<file path="src/sv/dcsg_queue.sv">
// ----------------------------------------------------------------------------
// Doppler clutter sample generator item queue
// Two-entry queue between the front end and the processing pipeline.
// ----------------------------------------------------------------------------
module dcsg_queue #(
    parameter int W = 90
) (
    input  logic         i_clk,
    input  logic         i_rst_n,
    input  logic         i_push,
    input  logic [W-1:0] i_data,
    output logic         o_full,
    output logic         o_vld,
    output logic [W-1:0] o_data
);

    logic [W-1:0] r_mem [0:1];
    logic         r_wp;
    logic         r_rp;
    logic [1:0]   r_cnt;
    logic         pop;

    assign o_full = (r_cnt == 2'd2);
    assign o_vld  = (r_cnt != 2'd0);
    assign o_data = r_mem[r_rp];
    assign pop    = o_vld;

    always_ff @(posedge i_clk) begin
        if (!i_rst_n) begin
            r_wp  <= 1'b0;
            r_rp  <= 1'b0;
            r_cnt <= 2'd0;
        end else begin
            if (i_push) begin
                r_wp <= !r_wp;
            end
            if (pop) begin
                r_rp <= !r_rp;
            end
            r_cnt <= r_cnt + {1'b0, i_push} - {1'b0, pop};
        end
    end

    always_ff @(posedge i_clk) begin
        if (i_push) begin
            r_mem[r_wp] <= i_data;
        end
    end

endmodule

</file>
<file path="config.mk">
export PLATFORM = sky130hd
export DESIGN_NAME = dcsg_queue
export DESIGN_NICKNAME = d
export VERILOG_FILES = /design/src/sv/dcsg_queue.sv
export SDC_FILE = /design/constraint.sdc
export NUM_CORES = 1
export LEC_CHECK = 0
export ABC_AREA = 1
export BUFFER_PORTS_ARGS = -buffer_cell sky130_fd_sc_hd__buf_2
export CORE_MARGIN = 1.5
export CORE_UTILIZATION = 52
export CTS_CLUSTER_DIAMETER = 80
export DETAILED_ROUTE_END_ITERATION = 6
export GPL_ROUTABILITY_DRIVEN = 0
export PLACE_DENSITY = 0.87
export SETUP_SLACK_MARGIN = 0.3
export SYNTH_ARGS = -nofsm -noshare
export SYNTH_HDL_FRONTEND = slang
export SYNTH_SLANG_ARGS = --single-unit
</file>
<file path="constraint.sdc">
create_clock -name i_clk -period 5.95 [get_ports i_clk]
set_clock_uncertainty 0.15 [all_clocks]
set_input_delay 0.8925 -clock i_clk [delete_from_list [all_inputs] [get_ports i_clk]]
set_output_delay 0.8925 -clock i_clk [all_outputs]
set_load 0.01 [all_outputs]
</file>
# Yosys cells after proc, flatten, opt, wreduce, memory -nomap -nowiden
# Memory sizes are Yosys's and may differ from the RTL's. A register that Yosys moved wholly into a read port is not among the register bits.
# Index checks and enable logic that the tools add are counted.
[op_classes]
n_addsub = 2
reduce_logical = 3
mux = 4
n_eq_ne = 1
[ops]
columns = ["op", "count"]
rows = [
  ["2-to-1 mux 1 bit", 4],
  ["adder 2 x 1 -> 2 bit", 1],
  ["equality test 2 bit, second input constant", 1],
  ["logical NOT 1 bit", 2],
  ["nonzero test 2 bit", 1],
  ["subtractor 2 x 1 -> 2 bit", 1],
]
[word_totals]
ramBits = 180
n_memories = 1
reg_bits = 4
[memory_table]
columns = ["name", "words", "width", "read_ports", "rd_ports_with_merged_regs", "wr", "line_no", "source"]
rows = [
  ["r_mem", 2, 90, 1, 1, 1, "17", "logic [W-1:0] r_mem [0:1];"],
]

# Depth between registers and ports, before layout
[depth]
ltp_word = 3
depth_mapped = 6
depth_no_buf = 6

# Worst setup path before layout
# OpenSTA, ideal clock, no wires.
[synth_timing]
kind = "input-to-reg"
startpoint = "input port i_push"
endpoint = "memory r_mem[0][0] (enable)"
stages = 2
setup_ns = 0.542
path_slack_ns = 0.557
t_arrival_ns = 4.701
path_cell_list = "inv_1 > nor2_1"
[synth_between]
elab_chain_len = 2
[synth_lines]
columns = ["item", "line_no", "source"]
rows = [
  ["start: declaration", "10", "input logic i_push,"],
  ["2-to-1 mux 1 bit", "45", "if (i_push) begin"],
  ["2-to-1 mux 1 bit (not written as such)", "46", "r_mem[r_wp] <= i_data;"],
  ["end: declaration", "17", ""],
]
# No other way between the ends.

==> reports/qor.yml <==
clock_tree:
  path_clk_slew_ps: 60
  cts_resized: 0
  cts.root.buffer_cell: "clkbuf_16"
  cts_tree: "built"
  post_cts_buffers: 0
  clkSinkCount: 185
  clk_latency_ps: 420
  numCtsBuffers: 17
  cts_hold_buf: 0
  htreeDepth: 4
  cts_buffer_depth: 2
synthesis:
  synth_top_family_by_area: "buffers and inverters"
  syn_area_per_cell_um2: 14.1
  yosysSeqAreaShare_pct: 78.2
  synth_seq_cells: 185
  synth.mux.area_fraction_pct: 0
  synthTopCellsByArea: "edfxtp_1, inv_1, nand2_1, o21ai_0, buf_12"
  synth_compound_area_share_pct: 7.06
  synth.yosys.warnings: 0
  ys_types: 17
  synth_top_area_share_pct: 76.8
  synthAdderAreaFrac_pct: 0.178
  netlist_area_um2: 7040
  syn-instance-count: 500
  synthSimpleGateAreaFrac_pct: 5.79
  yosysTopAreaCell: "edfxtp_1"
  synth_nets: 594
  synth_xor_xnor_area_share_pct: 0
floorplanning:
  io_pins: 185
  start_util_pct: 53.2
  die-area_um2: 14200
  core_area_um2: 13200
  core.rowCount: 42
  die_h_um: 119
  die_w_um: 119
grt:
  overflow: 0
  track_usage_pct: 18.1
  grt_pass1_wl_mm: 19.6
  grt_pass1_vias: 4270
  grt_max_degree: 117
  antenna_found_initial: 1
timing:
  setup_violations: 0
  tightest_slew_ps: 1250
  hold_viol: 0
  fmax_mhz: 277
  min_period_over_period_pct: 60.7
  rsz0062_at_grt: "no"
  max-slew-margin-rel_pct: 16.7
  fin_crit_ps: 3610
  slew_viol_final: 0
  finalSetupTns_ps: 0
  fin_ws_ps: 2340
cells_and_area:
  nFillCells: 972
  area_growth_pct: 21.3
  fin_nets: 780
  drive_gt1_share_pct: 33.5
job:
  drv_cap: 0
placement:
  io_buffers: 184
  dp_hpwl_mm: 8.41
  pre_cts_slack_ps: 2790
setup_path:
  r2r-start: "r_wp$_SDFFE_PN0P_"
  cp-end-kind: "output pin"
  reg2reg_setup_slack_ps: 3680
  cp.required_ps: 4910
  start_kind: "register"
  crit_path_end: "o_data[30]"
  critPathKind: "reg -> out"
  r2r_cells: 3
  r2r-end: "r_mem[1][83]$_DFFE_PP_"
  crit_path_max_fanout: 116
  cp.arrival_ps: 2570
routing:
  drt-initial-drc-count: 297
  ant_nets: 0
  wl_per_cell_um: 14.4
  drc_errors: 0
  totalWireLength_mm: 12.6
  first_pass_iters: 4
  dr_total_vias: 4205
  viasPerCell: 4.80
min_path:
  hp-class: "reg -> reg"
outcome:
  status: "finished, final reports clean"
pwr:
  powerDensity_nw_per_um2: 332
  vdd_drop_max_uv: 241
  leakage_uw: 0.00356
  power_uw: 2840
==> power breakdown <==
part	total, uW	internal [uW]	switching, uW
logic	230	89.5	141
clock network	1070	586	485
registers	1540	1510	31.2
==> logic make-up (layout without fill, tap and decap cells) <==
kind of cell,count (synthesis),in the layout
buffers and inverters,116,315
adders and majority gates,1,1
other,0,1
and+or+nand+nor,107,107
DFF,185,185
AOI/OAI and AO/OA,91,91
==> flip-flops by register name, indices dropped and copies added, names as in the netlist, named ones only <==
| name | count |
|---|---|
| r_mem | 180 |
| r_cnt | 2 |
| r_rp | 1 |
| r_wp | 1 |
==> critical path: stages, from the launching register on <==
cell and delay (ps):
dfxtp_4 1030, buf_4 600, o21ai_0 240, buf_2 190
==> layout make-up <==
type | instances | area (um2) | share of cell area, %
Tap cell | 176 | 220 | 2.58
Sequential cell | 185 | 5510 | 64.5
Clock inverter | 15 | 141 | 1.66
Inverter | 96 | 362 | 4.23
Multi-Input combinational cell | 199 | 925 | 10.8
Timing Repair Buffer | 187 | 956 | 11.2
Clock buffer | 17 | 425 | 4.98
Antenna cell | 1 | 2.50 | 0.0293
==> layout by cell type (no fill, tap or decap), types with 2 or more instances in the layout <==
master / n
dfxtp_1: 4
o21ai_2: 11
nand2_1: 94
buf_2: 184
buf_4: 2
o21ai_1: 14
clkbuf_16: 17
inv_6: 6
inv_1: 95
edfxtp_1: 180
nor2_1: 9
clkinv_2: 3
o21ai_0: 65
clkinv_4: 3
nand2_2: 2
==> stage by stage <==
step	util [%]	area [um2]	cells	hold slack, ps
2_1_floorplan	-	7040	500	323
3_3_place_gp	60.2	7970	843	355
3_5_place_dp	60.2	7970	843	364
4_1_cts	64.5	8540	875	382
5_1_grt	64.5	8540	875	412
6_report	64.5	8540	876	376
==> layer usage <==
metal / share of wire, % / up-vias / wire length, um / GRT usage, %
met1: 40 / 1978 / 5080 / 20.2
met5: 0 / - / 0 / 0
met2: 51 / 148 / 6500 / 32.2
met3: 6.8 / 19 / 858 / 5.80
li1: - / 2060 / - / -
met4: 1.5 / 0 / 193 / 7.37
==> Yosys cell counts <==
cell type,number
nor2_1,10
buf_6,1
clkbuf_1,7
ha_1,1
o21ai_2,11
buf_8,1
inv_1,96
buf_12,10
a21oi_1,1
o21ai_0,65
nand2_1,94
nand3_1,1
dfxtp_1,5
edfxtp_1,180
buf_2,1
nand2_2,2
o21ai_1,14
==> how the worst min path moves through the flow <==
stage / from / slack, ps / to / cells after the start
floorplan: r_wp$_SDFFE_PN0P_ / 320 / r_wp$_SDFFE_PN0P_ / 2
global placement: r_rp$_SDFFE_PN0P_ / 350 / register / 3
detailed placement: r_rp$_SDFFE_PN0P_ / 360 / r_rp$_SDFFE_PN0P_ / 3
CTS: r_rp$_SDFFE_PN0P_ / 380 / r_rp$_SDFFE_PN0P_ / 3
global route: r_rp$_SDFFE_PN0P_ / 410 / r_rp$_SDFFE_PN0P_ / 3
finish: r_rp$_SDFFE_PN0P_ / 380 / r_rp$_SDFFE_PN0P_ / 3
Note: power is estimated with default switching activity, not from simulation.
