--- config.mk ---
export PLATFORM = sky130hd
export DESIGN_NAME = dcsg_front
export DESIGN_NICKNAME = d
export VERILOG_FILES = /design/src/sv/dcsg_pkg.sv /design/src/sv/dcsg_front.sv
export SDC_FILE = /design/constraint.sdc
export NUM_CORES = 1
export LEC_CHECK = 0
export BUFFER_PORTS_ARGS = -buffer_cell sky130_fd_sc_hd__buf_2
export CORE_UTILIZATION = 37
export DETAILED_ROUTE_END_ITERATION = 10
export PLACE_DENSITY = 0.72
export SLEW_MARGIN = 20
export SYNTH_ARGS = -nofsm -noshare
export SYNTH_HDL_FRONTEND = slang
export SYNTH_SLANG_ARGS = --single-unit
--- constraint.sdc ---
create_clock -name i_clk -period 5 [get_ports i_clk]
set_input_delay 0.25 -clock i_clk [delete_from_list [all_inputs] [get_ports i_clk]]
set_output_delay 0.25 -clock i_clk [all_outputs]
set_load 0.02 [all_outputs]
--- src/sv/dcsg_pkg.sv ---
// ----------------------------------------------------------------------------
// Doppler clutter sample generator package
// Shared widths, register indexes, reset values and the CORDIC angle table.
// ----------------------------------------------------------------------------
package dcsg_pkg;

    localparam int MAX_PULSES_DEF = 1024;
    localparam int ANGLE_BITS_DEF = 16;

    localparam int SPEED_W  = 16;
    localparam int WAVE_W   = 20;
    localparam int RATE_W   = 20;
    localparam int CFG_W    = 20;
    localparam int CFG_IDX_W = 2;
    localparam int PULSE_W  = 10;
    localparam int IN_ANG_W = 16;
    localparam int POWER_W  = 32;
    localparam int AMP_W    = 16;
    localparam int SAMPLE_W = 16;
    localparam int TRIG_W   = 34;
    localparam int ZANG_W   = 33;

    localparam logic [CFG_IDX_W-1:0] CFG_PLATFORM_SPEED     = 2'd0;
    localparam logic [CFG_IDX_W-1:0] CFG_CARRIER_WAVELENGTH = 2'd1;
    localparam logic [CFG_IDX_W-1:0] CFG_PULSE_RATE         = 2'd2;

    localparam logic [SPEED_W-1:0] SPEED_RESET = 16'd8000;
    localparam logic [WAVE_W-1:0]  WAVE_RESET  = 20'd30000;
    localparam logic [RATE_W-1:0]  RATE_RESET  = 20'd15000;

    localparam logic [16:0] DOPPLER_SCALE = 17'd125000;

    localparam logic [1:0] QUAD_FIRST  = 2'd0;
    localparam logic [1:0] QUAD_SECOND = 2'd1;
    localparam logic [1:0] QUAD_THIRD  = 2'd2;

    localparam int CORDIC_ITERS = 30;
    localparam logic [31:0] CORDIC_GAIN = 32'd652032874;

    localparam logic [31:0] ATAN_TABLE [0:CORDIC_ITERS-1] = '{
        32'h20000000, 32'h12E4051E, 32'h09FB385B, 32'h051111D4, 32'h028B0D43,
        32'h0145D7E1, 32'h00A2F61E, 32'h00517C55, 32'h0028BE53, 32'h00145F2F,
        32'h000A2F98, 32'h000517CC, 32'h00028BE6, 32'h000145F3, 32'h0000A2FA,
        32'h0000517D, 32'h000028BE, 32'h0000145F, 32'h00000A30, 32'h00000518,
        32'h0000028C, 32'h00000146, 32'h000000A3, 32'h00000051, 32'h00000029,
        32'h00000014, 32'h0000000A, 32'h00000005, 32'h00000003, 32'h00000001
    };

endpackage

--- src/sv/dcsg_front.sv ---
// ----------------------------------------------------------------------------
// Doppler clutter sample generator front end
// Takes an item, reduces the pulse index to the dwell and resizes the angles.
// ----------------------------------------------------------------------------
module dcsg_front #(
    parameter int MAX_PULSES = dcsg_pkg::MAX_PULSES_DEF,
    parameter int ANGLE_BITS = dcsg_pkg::ANGLE_BITS_DEF,
    parameter int N_W        = 10,
    parameter int ITEM_W     = 90
) (
    input  logic                                i_clk,
    input  logic                                i_rst_n,
    input  logic                                i_start,
    input  logic [dcsg_pkg::PULSE_W-1:0]        i_pulse_index,
    input  logic signed [dcsg_pkg::IN_ANG_W-1:0] i_patch_azimuth,
    input  logic signed [dcsg_pkg::IN_ANG_W-1:0] i_patch_elevation,
    input  logic [dcsg_pkg::POWER_W-1:0]        i_patch_power,
    input  logic [dcsg_pkg::IN_ANG_W-1:0]       i_start_phase,
    input  logic                                i_full,
    output logic                                o_busy,
    output logic                                o_push,
    output logic [ITEM_W-1:0]                   o_item
);

    localparam int PW = dcsg_pkg::PULSE_W;

    logic              r_vld;
    logic [ITEM_W-1:0] r_item;
    logic [N_W-1:0]    n_idx;
    logic [ANGLE_BITS-1:0] n_az;
    logic [ANGLE_BITS-1:0] n_el;
    logic [ANGLE_BITS-1:0] n_ph;
    logic              take;

    generate
        if (MAX_PULSES >= (2 ** PW)) begin : g_no_mod
            assign n_idx = N_W'(i_pulse_index);
        end else begin : g_mod
            localparam int RECIP = ((2 ** 20) + MAX_PULSES - 1) / MAX_PULSES;
            logic [29:0] prod;
            logic [19:0] qm;
            assign prod  = {20'd0, i_pulse_index} * 30'(RECIP);
            assign qm    = {10'd0, prod[29:20]} * 20'(MAX_PULSES);
            assign n_idx = N_W'({10'd0, i_pulse_index} - qm);
        end
        if (ANGLE_BITS >= 16) begin : g_widen
            assign n_az = {i_patch_azimuth, {(ANGLE_BITS - 16){1'b0}}};
            assign n_el = {i_patch_elevation, {(ANGLE_BITS - 16){1'b0}}};
            assign n_ph = {i_start_phase, {(ANGLE_BITS - 16){1'b0}}};
        end else begin : g_narrow
            assign n_az = i_patch_azimuth[15 -: ANGLE_BITS];
            assign n_el = i_patch_elevation[15 -: ANGLE_BITS];
            assign n_ph = i_start_phase[15 -: ANGLE_BITS];
        end
    endgenerate

    assign o_busy = r_vld && i_full;
    assign o_push = r_vld && !i_full;
    assign o_item = r_item;
    assign take   = i_start && !o_busy;

    always_ff @(posedge i_clk) begin
        if (!i_rst_n) begin
            r_vld <= 1'b0;
        end else if (take) begin
            r_vld <= 1'b1;
        end else if (o_push) begin
            r_vld <= 1'b0;
        end
    end

    always_ff @(posedge i_clk) begin
        if (take) begin
            r_item <= {n_idx, n_az, n_el, i_patch_power, n_ph};
        end
    end

endmodule

Word-level counts from Yosys, hierarchy flattened
Cells that the tools add are included.
Word-level totals
  memory bits (writable): 0
  latch bits: 0
  output and inout port bits: 92
  word-level logic and storage cells: 10
  flip-flop bits (word level): 91
  bits in read-only memories: 0
  memories: 0
Operators by class
  divide/modulo/power cells: 0
  mux-type cells: 2
  multiply operators: 0
  bitwise gates (word level): 0
  shifts and indexed selects: 0
  reduce and logical (&&, ||, !) cells: 6
  magnitude comparators: 0
  equality and inequality tests: 0
  add/subtract/negate cells: 0
Operators by type and width (number)
  $logic_and A1 B1 Y1: 3
  $logic_not A1 Y1: 2
  $mux W1: 2
  $reduce_bool A2 Y1: 1

Depth between registers and ports, before layout
  word-level depth: 4
  mapped depth: 2
  gate-level depth less buffers: 2

Worst setup path before layout
OpenSTA, ideal clock, no wires.
  path kind: register -> register
  start point: reg r_vld
  end point: reg r_item[0] (netlist: o_item[0]) (enable)
  path buffers: 0
  required time: 4.450 ns
  arrival time: 4.464 ns
  clock period less this slack: 5.014 ns
  path slack: -0.014 ns
  stages on the path, launching flop included: 3
  path through: dfxtp_1 and2_4 nor2b_1
On the way
  cells in the longest elaborated chain, start to end: 3
Ends and longest elaborated chain
  start: declaration: RTL line dcsg_front.sv:27  | logic r_vld;
  start signal: assignment: RTL line dcsg_front.sv:64  | r_vld <= 1'b0;
  start signal: assignment: RTL line dcsg_front.sv:66  | r_vld <= 1'b1;
  start signal: assignment: RTL line dcsg_front.sv:68  | r_vld <= 1'b0;
  $logic_and A1 B1 Y1: RTL line dcsg_front.sv:57  | assign o_busy = r_vld && i_full;
  named net o_busy: RTL line dcsg_front.sv:20  | output logic o_busy,
  $logic_not A1 Y1: RTL line dcsg_front.sv:60  | assign take = i_start && !o_busy;
  $logic_and A1 B1 Y1: RTL line dcsg_front.sv:60
  named net take: RTL line dcsg_front.sv:33  | logic take;
  end signal: assignment: RTL line dcsg_front.sv:74  | r_item <= {n_idx, n_az, n_el, i_patch_power, n_ph};
  end: declaration: RTL line dcsg_front.sv:28  | logic [ITEM_W-1:0] r_item;
The timed path passes the listed nets, and every way through them passes these cells.
A chain may end at the register's enable or synchronous reset.

Final worst setup path
  start point: reg r_vld
  end point: reg r_item[65] (netlist: o_item[65]) (enable)
On the way
  cells in the longest elaborated chain, start to end: 3
Ends and longest elaborated chain (RTL line)
  $logic_and A1 B1 Y1: dcsg_front.sv:57
  $logic_not A1 Y1: dcsg_front.sv:60
  $logic_and A1 B1 Y1: dcsg_front.sv:60
  named net take: dcsg_front.sv:33
The timed path passes the listed nets, and every way through them passes these cells.

==> results by group <==
Status
  – Status: finished clean

Synthesis
  – Seq/Total Area, Yosys: 98.9%
  – Area share of fa/ha/maj cells after synthesis: 0%
  – Mapped Nets: 189
  – Avg Cell Area, Syn: 29.0 µm²
  – Ranking of synthesized cells by area: edfxtp_1 98%, dfxtp_1 0.73%, and2_4 0.32%, and2b_1 0.27%, o21a_1 0.27%
  – Largest family of logic cells by synthesized area: simple AND/OR/NAND/NOR gates
  – Ys flop type: edfxtp_1
  – Compound-Gate Fraction of Synth Area: 0.273%
  – Synth Area in XOR/XNOR: 0%
  – #FFs+latches synth: 91
  – Post-synth top area cell: edfxtp_1
  – Top cell type's share of synthesized area: 98.2%
  – EDFF count, synth: 90
  – Synth Area in Simple Gates: 0.818%
  – Top-count cell post-synth: edfxtp_1
  – Cell area after synthesis: 2750 µm²
  – Mux share of post-synthesis cell area: 0%
  – YS warnings: 0
  – Unique masters post-synth: 6
  – Post-synth ARST share: 0%
  – Post-synthesis cell count: 95

Clocking
  – CTS buffer count: 9
  – Setup fix buffers added after clock tree synthesis: 0
  – Clk sinks: 91
  – CTS resizes: 0
  – Later-pin clock latency in the skew report: 0.34 ns
  – Root buffer cell: clkbuf_8
  – Clock Pin Slew Worst Setup and Hold Paths: 0.09 ns
  – CTS tree: yes
  – H-tree levels: 3
  – CTS Hold Bufs: 0
  – Bufs on Longest Clock Path: 2

STA
  – Setup TNS: 0 ns
  – Max-slew violations: 0
  – RSZ-0062 raised after global routing: no
  – Post-route setup slack: 2.68 ns
  – Fmax: 431 MHz
  – Final setup fails: 0
  – Post-route clock skew: 0.00781 ns
  – Minimum clock period: 2.32 ns
  – Max transition margin: 34.0%
  – Pin slew with the least headroom to its limit: 0.988 ns
  – Final count of hold timing violations: 0
  – Tcrit/Tclk final: 46.4%

Placed design
  – RePlAce Congestion: 0.699
  – Port Buffers: 185
  – Pre-CTS WS: 2.60 ns

Die
  – Die Area: 7790 µm²
  – Die Y: 88.3 µm
  – # rows: 31
  – I/O pins: 186
  – Core area: 7210 µm²
  – Die width: 88.3 µm
  – Starting Density: 38.2%

Setup path
  – Worst Path Max Fanout: 55
  – Max stage delay cell, worst path: nor2b_4
  – Worst setup EP type: flop
  – Worst path cell trace: and2_4, nor2b_4, buf_4
  – Arr. time, crit path: 2.30 ns
  – Worst Path Buf+Inv: 1
  – Max stage delay on crit path: 0.76 ns
  – Worst endpoint required time: 4.98 ns
  – CP Class: reg2reg
  – Crit-path leading delay family: simple AND/OR/NAND/NOR gates
  – Startpoint Class: flop

Layout
  – Ratio of cells with drive above 1 in the final layout: 68.0%
  – Syn-to-layout area delta: 45.7%
  – Diode count: 0
  – Layout Nets: 386

Drt
  – First DRT Iteration DRCs: 56
  – Initial DRT Pass Iterations: 4
  – Via-to-Cell Ratio: 4.16
  – Residual DRC: 0
  – ANT nets after route: 0
  – Via count: 1647
  – DR WL/cell: 13.8 µm
  – Routed WL: 5470 µm

Global routing
  – Vias in the first global route: 1556
  – GRT Residual Overflow: 0
  – Largest net degree at the start of global routing: 56
  – GRT Resource Usage Total: 13.8%
  – Antenna violations before repair: 0
  – First-pass GRT wire length: 7510 µm

Pwr
  – Power Density: 380 nW/µm²
  – Final Power: 1530 µW
  – Worst IR drop on VDD: 0.269 mV
  – Leak pwr: 0.00173 µW

Worst hold path
  – Worst hold path class: in2reg

Job
  – Max_cap viols: 0
-- per-layer routing --
metal  global-route usage (%)  wire [µm]  share of wire [%]  up-vias
li1                         -          -                  -      776
met5                        0          0                  0        -
met3                     6.34        543                9.9       10
met2                     24.6       2960                 54      102
met1                     13.9       1890                 34      759
met4                     5.72         85                1.6        0
-- final cells by class --
cell class | instances | area [µm²]
flip-flops and latches | 91 | 2720
repair buffers | 186 | 933
multi-input cells | 4 | 37.5
clock inverters | 6 | 66.3
clock buffers | 10 | 128
well taps | 99 | 124
fillers | 602 | 3200
-- flip-flops by register name, summed over array words and instances, names as in the netlist --
| signal | cells |
|---|---|
| r_vld | 1 |
| o_item | 90 |
-- placed cells by master, fill, tap and decap left out --
cell type   count
clkinv_1        1
bufinv_16       1
dfxtp_1         1
clkinvlp_4      2
and2b_1         1
o21a_1          1
and2_4          1
clkbuf_1        1
clkbuf_8        9
buf_2         185
clkinv_4        2
nor2b_4         1
edfxtp_1       90
buf_4           1
-- final timing paths --
| kind | start | to | slack [ns] | cells after the start |
|---|---|---|---|---|
| setup / recovery | r_vld | o_item[65] | 2.68 | 3 |
| hold / removal | i_patch_power[4] | o_item[20] | 0.07 | 1 |
| setup reg to reg | r_vld | o_item[65] | 2.68 | 3 |
| hold reg to reg | r_vld | r_vld | 0.62 | 2 |
-- logic make-up (layout without fill, tap and decap cells) --
family	count (synthesis)	in the layout
compound gates	1	1
buf+inv	0	202
simple gates	3	3
flops	91	91
-- stage by stage --
stage	utilization (%)	area [µm²]	hold slack [ns]	instances
floorplan	-	2760	0.349	95
global placement	52.9	3820	0.427	380
detailed placement	52.9	3820	0.428	380
CTS	55.6	4010	0.0524	396
global route	55.6	4010	0.0472	396
finish	55.6	4010	0.0729	396
-- report_power, final --
group,switching [µW],total [µW],leakage (µW),internal (µW)
Sequential,9.76,901,0.000879,891
Clock,241,472,0.0000901,231
Combinational,97.9,153,0.000756,54.9
Note: power is estimated with default switching activity, not from simulation.
